==> config.mk <==
export PLATFORM = sky130hd
export DESIGN_NAME = shaped_quarter_wave_oscillator
export DESIGN_NICKNAME = d
export VERILOG_FILES = /design/src/sqwo_pkg.sv /design/src/sqwo_divider.sv /design/src/shaped_quarter_wave_oscillator.sv
export SDC_FILE = /design/constraint.sdc
export NUM_CORES = 2
export LEC_CHECK = 0
export BUFFER_PORTS_ARGS = -buffer_cell sky130_fd_sc_hd__buf_2
export CORE_ASPECT_RATIO = 0.8
export CORE_MARGIN = 4
export CORE_UTILIZATION = 35
export CTS_CLUSTER_SIZE = 10
export DETAILED_ROUTE_END_ITERATION = 10
export GPL_TIMING_DRIVEN = 0
export PLACE_DENSITY = 0.6
export RECOVER_POWER = 25
export SLEW_MARGIN = 20
export SYNTH_ARGS = -nofsm -noshare
export SYNTH_HDL_FRONTEND = slang
export SYNTH_SLANG_ARGS = --single-unit
==> constraint.sdc <==
create_clock -name i_clk -period 17.25 [get_ports i_clk]
set_input_delay 0.8625 -clock i_clk [delete_from_list [all_inputs] [get_ports i_clk]]
set_output_delay 0.8625 -clock i_clk [all_outputs]
set_load 0.01 [all_outputs]
==> src/sqwo_pkg.sv <==
// ----------------------------------------------------------------------------
// sqwo_pkg
// Shared constants and functions for the shaped quarter-wave oscillator.
// ----------------------------------------------------------------------------
package sqwo_pkg;

    localparam logic [1:0] REG_SAMPLE_RATE = 2'd0;
    localparam logic [1:0] REG_AMP_MAX     = 2'd1;
    localparam logic [1:0] REG_AMP_MIN     = 2'd2;

    // floor square root, one result bit per pass
    function automatic logic [63:0] isqrt64(input logic [63:0] v);
        logic [63:0] res, rem, bitv;
        begin
            res  = '0;
            rem  = v;
            bitv = 64'd1 << 62;
            for (int i = 0; i < 32; i++) begin
                if (rem >= res + bitv) begin
                    rem = rem - (res + bitv);
                    res = (res >> 1) + bitv;
                end else begin
                    res = res >> 1;
                end
                bitv = bitv >> 2;
            end
            return res;
        end
    endfunction

    // r_j = sqrt(r_{j-1}) from 0.5, Q2.30, j = 1..16 packed low to high
    function automatic logic [511:0] root_chain();
        logic [511:0] t;
        logic [63:0]  r;
        begin
            t = '0;
            r = 64'd1 << 29;
            for (int j = 0; j < 16; j++) begin
                r = isqrt64(r << 30);
                t[j*32 +: 32] = r[31:0];
            end
            return t;
        end
    endfunction

    localparam logic [511:0] ROOT_TABLE = root_chain();

    // exp2 root chain entry, index 0 holds r_1
    function automatic logic [31:0] root_q30(input logic [3:0] j);
        begin
            return ROOT_TABLE[32*j +: 32];
        end
    endfunction

endpackage

==> src/sqwo_divider.sv <==
// ----------------------------------------------------------------------------
// sqwo_divider
// Restoring divider, one quotient bit per cycle.
// ----------------------------------------------------------------------------
module sqwo_divider import sqwo_pkg::*; #(
    parameter int NUM_BITS = 48,
    parameter int DEN_BITS = 32
) (
    input  logic                i_clk,
    input  logic                i_rst_n,
    input  logic                i_start,
    input  logic [NUM_BITS-1:0] i_num,
    input  logic [DEN_BITS-1:0] i_den,
    output logic                o_done,
    output logic [NUM_BITS-1:0] o_quo
);
    localparam int CW = $clog2(NUM_BITS + 1);

    logic [NUM_BITS-1:0] r_quo;
    logic [DEN_BITS:0]   r_rem;
    logic [DEN_BITS-1:0] r_den;
    logic [CW-1:0]       r_cnt;
    logic                r_busy;
    logic                r_done;
    logic [DEN_BITS+1:0] w_try;
    logic [DEN_BITS:0]   w_sh;

    assign w_sh  = {r_rem[DEN_BITS-1:0], r_quo[NUM_BITS-1]};
    assign w_try = {1'b0, w_sh} - {2'b00, r_den};

    always_ff @(posedge i_clk) begin
        if (!i_rst_n) begin
            r_busy <= 1'b0;
            r_done <= 1'b0;
            r_cnt  <= '0;
        end else begin
            r_done <= 1'b0;
            if (i_start) begin
                r_busy <= 1'b1;
                r_quo  <= i_num;
                r_rem  <= '0;
                r_den  <= i_den;
                r_cnt  <= CW'(NUM_BITS);
            end else if (r_busy) begin
                if (!w_try[DEN_BITS+1]) begin
                    r_rem <= w_try[DEN_BITS:0];
                    r_quo <= {r_quo[NUM_BITS-2:0], 1'b1};
                end else begin
                    r_rem <= w_sh;
                    r_quo <= {r_quo[NUM_BITS-2:0], 1'b0};
                end
                r_cnt <= r_cnt - 1'b1;
                if (r_cnt == CW'(1)) begin
                    r_busy <= 1'b0;
                    r_done <= 1'b1;
                end
            end
        end
    end

    assign o_done = r_done;
    assign o_quo  = r_quo;
endmodule

==> src/shaped_quarter_wave_oscillator.sv <==
// An accepted word runs two 48-step divisions plus capture, 16 log2 squarings
// and 16 exp2 steps; when freq_q8 is 0 the divisions are skipped.
// A new word is taken only once the last is done, as all steps use the shared
// divider and 32 x 32 multiplier; a held output word only delays the last step.
// Reset (synchronous, active low): position 0, quadrant 0, registers to
// sample_rate 48000, amp_max 32767, amp_min -32767.
// ----------------------------------------------------------------------------
// shaped_quarter_wave_oscillator
// Sequencer around one divider and one multiplier that forms x^s ramps.
// ----------------------------------------------------------------------------
module shaped_quarter_wave_oscillator import sqwo_pkg::*; #(
    parameter int SAMPLE_BITS    = 16,
    parameter int RAMP_FRAC_BITS = 16
) (
    input  logic                   i_clk,
    input  logic                   i_rst_n,
    input  logic                   i_valid,
    output logic                   o_stall,
    input  logic [23:0]            i_freq_q8,
    input  logic [15:0]            i_shape_q12,
    output logic                   o_valid,
    input  logic                   i_stall,
    output logic [SAMPLE_BITS-1:0] o_sample_out,
    output logic [1:0]             o_quadrant_out,
    input  logic                   i_cfg_valid,
    output logic                   o_cfg_ready,
    input  logic [1:0]             i_cfg_index,
    input  logic [31:0]            i_cfg_data
);
    localparam int RF  = RAMP_FRAC_BITS;
    localparam int NB  = 32 + RF;          // dividend width
    localparam int PW  = $clog2(RF + 1);

    typedef enum logic [3:0] {
        S_IDLE, S_QDIV, S_XSTART, S_XDIV, S_BASE, S_NORM, S_LOG,
        S_MULE, S_EXP, S_AMP, S_OUT
    } t_state;

    t_state r_state;
    logic [17:0]            r_sample_rate;
    logic [SAMPLE_BITS-2:0] r_amp_max;
    logic [SAMPLE_BITS-1:0] r_amp_min;
    logic [31:0]            r_pos;
    logic [1:0]             r_quad;
    logic [23:0]            r_freq;
    logic [15:0]            r_shape;
    logic [31:0]            r_quarter;
    logic [RF:0]            r_base;
    logic [PW-1:0]          r_p;
    logic [31:0]            r_m;       // Q2.30 mantissa / exp accumulator
    logic [15:0]            r_frac;
    logic [4:0]             r_step;
    logic [39:0]            r_e;
    logic [16:0]            r_pw;
    logic [SAMPLE_BITS-1:0] r_sample;
    logic                   r_ovalid;

    // divider
    logic          w_dstart, w_ddone;
    logic [NB-1:0] w_dnum, w_dquo;
    logic [31:0]   w_dden;

    sqwo_divider #(.NUM_BITS(NB), .DEN_BITS(32)) u_div (
        .i_clk(i_clk), .i_rst_n(i_rst_n), .i_start(w_dstart),
        .i_num(w_dnum), .i_den(w_dden), .o_done(w_ddone), .o_quo(w_dquo)
    );

    assign w_dstart = (r_state == S_IDLE && i_valid && !o_stall
                       && i_freq_q8 != 24'd0) || (r_state == S_XSTART);
    assign w_dnum = (r_state == S_IDLE) ? NB'({r_sample_rate, 14'd0})
                                        : {r_pos, RF'(0)};
    assign w_dden = (r_state == S_IDLE) ? {8'd0, i_freq_q8} : r_quarter;

    // shared multiplier, 32 x 32
    logic [31:0] w_ma, w_mb;
    logic [63:0] w_mp;
    always_comb begin
        w_ma = r_m;
        w_mb = r_m;
        case (r_state)
            S_MULE: begin w_ma = {16'd0, r_shape}; w_mb = r_e[31:0]; end
            S_EXP:  w_mb = root_q30(r_step[3:0]);
            // bit 31 of r_m carries the sign of the amplitude here
            S_OUT:  begin w_ma = {15'd0, r_pw}; w_mb = {1'b0, r_m[30:0]}; end
            default: ;
        endcase
    end
    assign w_mp = w_ma * w_mb;

    logic [63:0] w_sq;
    assign w_sq = w_mp >> 30;

    // top set bit of the ramp base
    logic [PW-1:0] w_top;
    always_comb begin
        w_top = '0;
        for (int i = 0; i <= RF; i++)
            if (r_base[i]) w_top = PW'(i);
    end

    logic [SAMPLE_BITS-1:0]         w_amp;
    logic signed [SAMPLE_BITS+18:0] w_prod;
    logic signed [SAMPLE_BITS+18:0] w_sv;
    localparam logic signed [SAMPLE_BITS+18:0] SMAX = (1 <<< (SAMPLE_BITS-1)) - 1;
    // |amp| of the current quadrant
    assign w_amp  = r_quad[1] ? (r_amp_min[SAMPLE_BITS-1] ? -r_amp_min : r_amp_min)
                              : {1'b0, r_amp_max};
    // magnitude is truncated first, so the signed result rounds toward zero
    assign w_prod = $signed({19'd0, w_mp[SAMPLE_BITS+15:16]});
    assign w_sv   = r_m[31] ? -w_prod : w_prod;

    logic [32:0] w_np;
    logic [RF:0] w_x;
    assign w_np = ({1'b0, r_pos} + 33'd256 > 33'hFFFF_FFFF) ? 33'hFFFF_FFFF
                                                          : {1'b0, r_pos} + 33'd256;
    assign w_x = (w_dquo > NB'((1 << RF) - 1)) ? (RF+1)'((1 << RF) - 1)
                                               : (RF+1)'(w_dquo);

    // last step may load the output word once the previous one leaves
    logic w_out_go;
    assign w_out_go = !r_ovalid || !i_stall;

    assign o_stall     = (r_state != S_IDLE);
    assign o_cfg_ready = 1'b1;

    always_ff @(posedge i_clk) begin
        if (!i_rst_n) begin
            r_state       <= S_IDLE;
            r_ovalid      <= 1'b0;
            r_pos         <= '0;
            r_quad        <= '0;
            r_sample_rate <= 18'd48000;
            r_amp_max     <= '1;
            r_amp_min     <= SAMPLE_BITS'((1 << (SAMPLE_BITS-1)) + 1);
        end else begin
            if (r_state == S_OUT && w_out_go) r_ovalid <= 1'b1;
            else if (o_valid && !i_stall)     r_ovalid <= 1'b0;
            if (i_cfg_valid) begin
                case (i_cfg_index)
                    REG_SAMPLE_RATE: r_sample_rate <= i_cfg_data[17:0];
                    REG_AMP_MAX:     r_amp_max     <= i_cfg_data[SAMPLE_BITS-2:0];
                    REG_AMP_MIN:     r_amp_min     <= i_cfg_data[SAMPLE_BITS-1:0];
                    default: ;
                endcase
            end
            case (r_state)
                S_IDLE: if (i_valid && !o_stall) begin
                    r_freq  <= i_freq_q8;
                    r_shape <= i_shape_q12;
                    if (i_freq_q8 == 24'd0) begin
                        r_base  <= r_quad[0] ? (RF+1)'(1 << RF) : '0;
                        r_state <= S_NORM;
                    end else r_state <= S_QDIV;
                end
                S_QDIV: if (w_ddone) begin
                    r_quarter <= (w_dquo == '0) ? 32'd1 : w_dquo[31:0];
                    r_state   <= S_XSTART;
                end
                S_XSTART: r_state <= S_XDIV;
                S_XDIV: if (w_ddone) begin
                    r_base  <= r_quad[0] ? (RF+1)'(1 << RF) - w_x : w_x;
                    r_state <= S_NORM;
                end
                S_NORM: begin
                    // top-bit search is a small priority encode over RF+1 bits
                    r_p     <= w_top;
                    r_state <= S_BASE;
                    r_frac  <= '0;
                    r_step  <= 5'd15;
                end
                S_BASE: begin
                    r_m     <= 32'(({31'd0, r_base} << (30 - r_p)));
                    r_state <= S_LOG;
                end
                S_LOG: begin
                    if (w_sq >= 64'h8000_0000) begin
                        r_m <= w_sq[32:1];
                        r_frac[r_step[3:0]] <= 1'b1;
                    end else r_m <= w_sq[31:0];
                    if (r_step == 5'd0) begin
                        r_e     <= 40'(((RF - r_p) << 16)) - {24'd0, r_frac}
                                   - ((w_sq >= 64'h8000_0000) ? 40'd1 : 40'd0);
                        r_state <= S_MULE;
                    end else r_step <= r_step - 1'b1;
                end
                S_MULE: begin
                    r_e     <= 40'(w_mp >> 12);
                    r_m     <= 32'h4000_0000;
                    r_step  <= 5'd0;
                    r_state <= S_EXP;
                end
                S_EXP: begin
                    if (r_e[15 - r_step[3:0]]) r_m <= w_sq[31:0];
                    if (r_step == 5'd15) r_state <= S_AMP;
                    r_step <= r_step + 1'b1;
                    if (r_step == 5'd15) begin
                        if (r_base == '0) r_pw <= (r_shape == 16'd0) ? 17'h10000 : 17'd0;
                        else if (r_e[39:16] >= 24'd32) r_pw <= 17'd0;
                        else r_pw <= 17'(({r_e[15 - r_step[3:0]] ? w_sq[31:0] : r_m})
                                         >> (14 + r_e[20:16]));
                    end
                end
                S_AMP: begin
                    // |amp| below, its sign in bit 31
                    r_m     <= {r_quad[1] & r_amp_min[SAMPLE_BITS-1],
                                {(31-SAMPLE_BITS){1'b0}}, w_amp};
                    r_state <= S_OUT;
                end
                S_OUT: if (w_out_go) begin
                    r_sample <= (w_sv > SMAX) ? SAMPLE_BITS'(SMAX)
                              : (w_sv < -SMAX - 1) ? SAMPLE_BITS'(-SMAX - 1)
                              : SAMPLE_BITS'(w_sv);
                    o_quadrant_out <= r_quad;
                    if (r_freq != 24'd0) begin
                        if (w_np >= {1'b0, r_quarter}) begin
                            r_pos  <= 32'(w_np - {1'b0, r_quarter});
                            r_quad <= r_quad + 1'b1;
                        end else r_pos <= w_np[31:0];
                    end
                    r_state <= S_IDLE;
                end
                default: r_state <= S_IDLE;
            endcase
        end
    end

    assign o_valid      = r_ovalid;
    assign o_sample_out = r_sample;

    a_stall_busy: assert property (@(posedge i_clk) disable iff (!i_rst_n)
        (r_state != S_IDLE) |-> o_stall) else $error("accept while busy");
    a_out_hold: assert property (@(posedge i_clk) disable iff (!i_rst_n)
        (o_valid && i_stall) |=> o_valid && $stable(o_sample_out))
        else $error("output dropped");
    a_quad_step: assert property (@(posedge i_clk) disable iff (!i_rst_n)
        (r_state != S_OUT) |=> $stable(r_quad)) else $error("quadrant moved");
endmodule

==> results_tabular.tex <==
\begin{tabular}{lr}
\hline
Metric & Value \\
\hline
\multicolumn{2}{l}{\textbf{STA}} \\
RSZ-0062 raised after global routing & no \\
Min Hold Slack & around 370 ps \\
Maximum clock frequency & around 0.06 GHz \\
Final hold viol count & 0 \\
Setup violators final & 0 \\
Slew Viols, Final & 20 \\
Clock Skews & about 83 ps \\
Final worst path period share & 96.6\% \\
Max-slew headroom at the worst pin & -53.7\% \\
Shortest clock period the worst path allows after layout & about 17,000 ps \\
Measured slew at the worst slew-check pin & roughly 2300 ps \\
Setup WS post-layout & 584 ps \\
\multicolumn{2}{l}{\textbf{Synth}} \\
Most frequent cell after synthesis & inv\_1 \\
Async S/R FF share, synth & 0\% \\
Count of flip-flops with a built-in enable after synthesis & around 330 \\
Post-synthesis average cell area & 8.65 sq um \\
Yosys reg bits & 430 \\
Portion of synthesized cell area occupied by the leading cell type & 29.8\% \\
Yosys warns & 0 \\
Biggest area contributors in the synthesized netlist & fa\_1 30\%, edfxtp\_1 17\%, ha\_1 7.5\%, inv\_1 6.5\%, nor2\_1 6.2\% \\
Synthesized area & about 60,000 sq um \\
Cell types with the highest counts after synthesis & 1,037 x inv\_1, 996 x nor2\_1, 905 x nand2\_1 \\
Number of nets produced by synthesis & 8,302 \\
Most area-hungry cell type in the Yosys netlist & fa\_1 \\
Number of distinct library cells after synthesis & between 90 and 100 \\
Dominant synthesized flop cell & edfxtp\_1 \\
Seq/Total Area, Yosys & between 10\% and 20\% \\
Gate count after technology mapping & between 6,000 and 7,000 \\
\multicolumn{2}{l}{\textbf{Die}} \\
Site Rows & approximately 140 \\
Die span in y & 379 microns \\
Full die area & about 180,000 sq um \\
Area of the core & 170,000 sq um \\
\# IOs & 100 \\
Width of the die & between 400 and 500 microns \\
Starting utilization of the core area & $\sim$35\% \\
\multicolumn{2}{l}{\textbf{Layout}} \\
Ratio of cells with drive above 1 in the final layout & under 10\% \\
Number of filler cells placed in the layout & roughly 17,000 \\
Number of nets in the layout & 8,468 \\
Synth-to-Final Area Change & 8.93\% \\
Final cell area excluding filler cells & 65,600 sq um \\
Area taken by multi-input logic gates & approximately 43,000 sq um \\
Register Area & around 12,000 sq um \\
\multicolumn{2}{l}{\textbf{CTS}} \\
Num Clock Sinks & 430 \\
Count of instances resized after the clock tree is built & 0 \\
Count of buffers added by post-CTS timing repair for setup & 0 \\
Source-to-sink clock delay at the later pin of the worst-skew pair & $\sim$670 ps \\
Post-CTS clock slew at the launch and capture registers of the worst setup and hold paths & 50 ps \\
Root cell of the clock tree & clkbuf\_16 \\
Maximum count of clock buffers along a single path & 3 \\
TritonCTS Buffers & 53 \\
H-tree Lvls & 2 \\
Hold Buf Count CTS & 0 \\
CTS tree & yes \\
\multicolumn{2}{l}{\textbf{Run}} \\
Number of max-cap violations & 1 \\
\multicolumn{2}{l}{\textbf{Power and ir drop}} \\
Power per cell area & around 180 nW/um\^{}2 \\
Worst vdd rail ir drop & 0.367 mV \\
Total leakage power & roughly 30 nW \\
Overall power & between 10 and 15 mW \\
\multicolumn{2}{l}{\textbf{Drt}} \\
WL/cell & between 20 and 30 microns \\
DRT iter0 DRCs & 6,196 \\
Total number of vias & $\sim$53,000 \\
DR vias/cell & between 5 and 6 \\
Number of search-and-repair iterations in the first detailed-routing pass & 6 \\
Final wirelength & 247,000 microns \\
Final antenna-violating net count & 0 \\
Number of remaining DRC errors & 0 \\
\multicolumn{2}{l}{\textbf{Critical path}} \\
Critical path's slowest cell & a211oi\_2 \\
Startpoint of the most critical setup path & r\_step[0] \\
WP data required & approximately 18,000 ps \\
Worst reg2reg startpoint & r\_step[0] \\
Highest fanout seen on the critical path & 11 \\
Sort of element at the start of the critical path & flip-flop \\
Slowest cell delay on critical path & $\sim$700 ps \\
Endpoint arrival time on the critical path & $\sim$17,000 ps \\
Critical Path Sink Type & flip-flop \\
Classification of the worst setup path & flip-flop to flip-flop \\
Register-to-Register Setup Slack & roughly 580 ps \\
\multicolumn{2}{l}{\textbf{Hold path}} \\
Worst hold start & i\_shape\_q12[5] \\
Worst min-delay path class & input pin to flip-flop \\
\multicolumn{2}{l}{\textbf{Global route}} \\
Largest net degree at the start of global routing & 29 \\
Via count of the first global-routing pass & a little over 50,000 \\
Most utilized layer in the global route result & met1 \\
Met2 demand-to-capacity share in global routing & between 30\% and 40\% \\
Number of antenna violations at the first check in global routing & 14 \\
Met1 Resource Use GR & 39.3\% \\
Global route total overflow & 0 \\
GRT met3 Usage & about a tenth \\
Global-route wire length before repair & about 360,000 microns \\
Aggregate global-route resource usage & between 20 and 30\% \\
\multicolumn{2}{l}{\textbf{Placed design}} \\
Worst setup slack after placement & 296 ps \\
HPWL Detailed & about 200,000 microns \\
IO Port Bufs & 84 \\
Global placer's final weighted congestion & 1.04 \\
Area after DPL & around 64,000 sq um \\
\multicolumn{2}{l}{\textbf{Status}} \\
Failing checks & max-capacitance violations, max-slew violations \\
Status & finished with violations \\
\hline
\end{tabular}
## path summary, 6_finish.rpt
check	to	cells after the start
setup / recovery	r_e[23]	53
hold / removal	r_shape[5]	1
setup reg to reg	r_e[23]	53
hold reg to reg	o_quadrant_out[1]	0
## metal layers
metal  routed length [microns]  part of all wire, %
met5                        33                0.013
met4                     11000                  4.5
met3                     34200                   14
met2                     96700                   39
met1                    105000                   43
## cell families after synthesis
group,Yosys count,synth area share (%)
simple gates,2448,17.4
buf+inv,1480,9.27
fa+ha+maj,1261,37.4
compound gates,1052,11.4
flops,430,19.8
xor+xnor,183,2.67
mux,107,2.05
other cells,1,0.00622
## layout by cell type (no fill, tap or decap), types with 74 or more instances in the layout
cell      instances
clkbuf_1        452
o21ai_0         211
edfxtp_1        334
mux2i_1          82
xnor2_1         107
dfxtp_1          96
a21o_1           74
nor2_1          993
a21oi_1         322
inv_1          1037
ha_1            363
nand3_1         119
nand2_1         905
xor2_1           75
fa_1            898
## area by class of cell
| cell class | instances | share of cell area, % |
|---|---|---|
| multi-input combinational | 5052 | 65.4 |
| timing repair buffer | 112 | 1.05 |
| clock buffer | 81 | 2.26 |
| buffer | 433 | 2.55 |
| sequential | 430 | 18.2 |
| inverter | 1046 | 5.98 |
| tap | 2260 | 4.31 |
| antenna | 7 | 0.0267 |
| clock inverter | 9 | 0.196 |
## through the flow
step	util (%)	TNS (ps)	instances
global route	38.5	0	9425
CTS	38.6	0	9421
detailed placement	37.6	0	9331
floorplan	-	0	6962
global placement	37.3	-10310	9306
finish	38.5	0	9430
## worst max-delay path: cells and delay by family (launching register included)
family / cells / cell delay, ps
flip-flops: 1 / 540
buffers and inverters: 15 / 3800
adder cells (fa/ha/maj): 13 / 5530
AND/OR/NAND/NOR: 8 / 2060
AO/OA/AOI/OAI: 17 / 4480
## sequential cells by signal (all words and copies together) (netlist names), 4 cells and up
signal,flops
u_div.o_quo,48
u_div.r_cnt,6
r_amp_min,16
r_sample_rate,18
r_freq,24
r_quarter,32
r_pos,32
r_e,40
u_div.r_rem,32
r_state,4
r_pw,17
u_div.r_den,32
r_p,5
r_amp_max,15
r_m,32
r_frac,16
r_step,5
o_sample_out,16
r_base,17
r_shape,16
## where the power goes
group | switching, mW | total, mW | internal (mW)
clock network | 0.467 | 1.07 | 0.605
registers | 0.0900 | 1.48 | 1.39
logic | 6.51 | 9.27 | 2.75
total | 7.07 | 11.8 | 4.75
(Power assumes the default switching activity.)
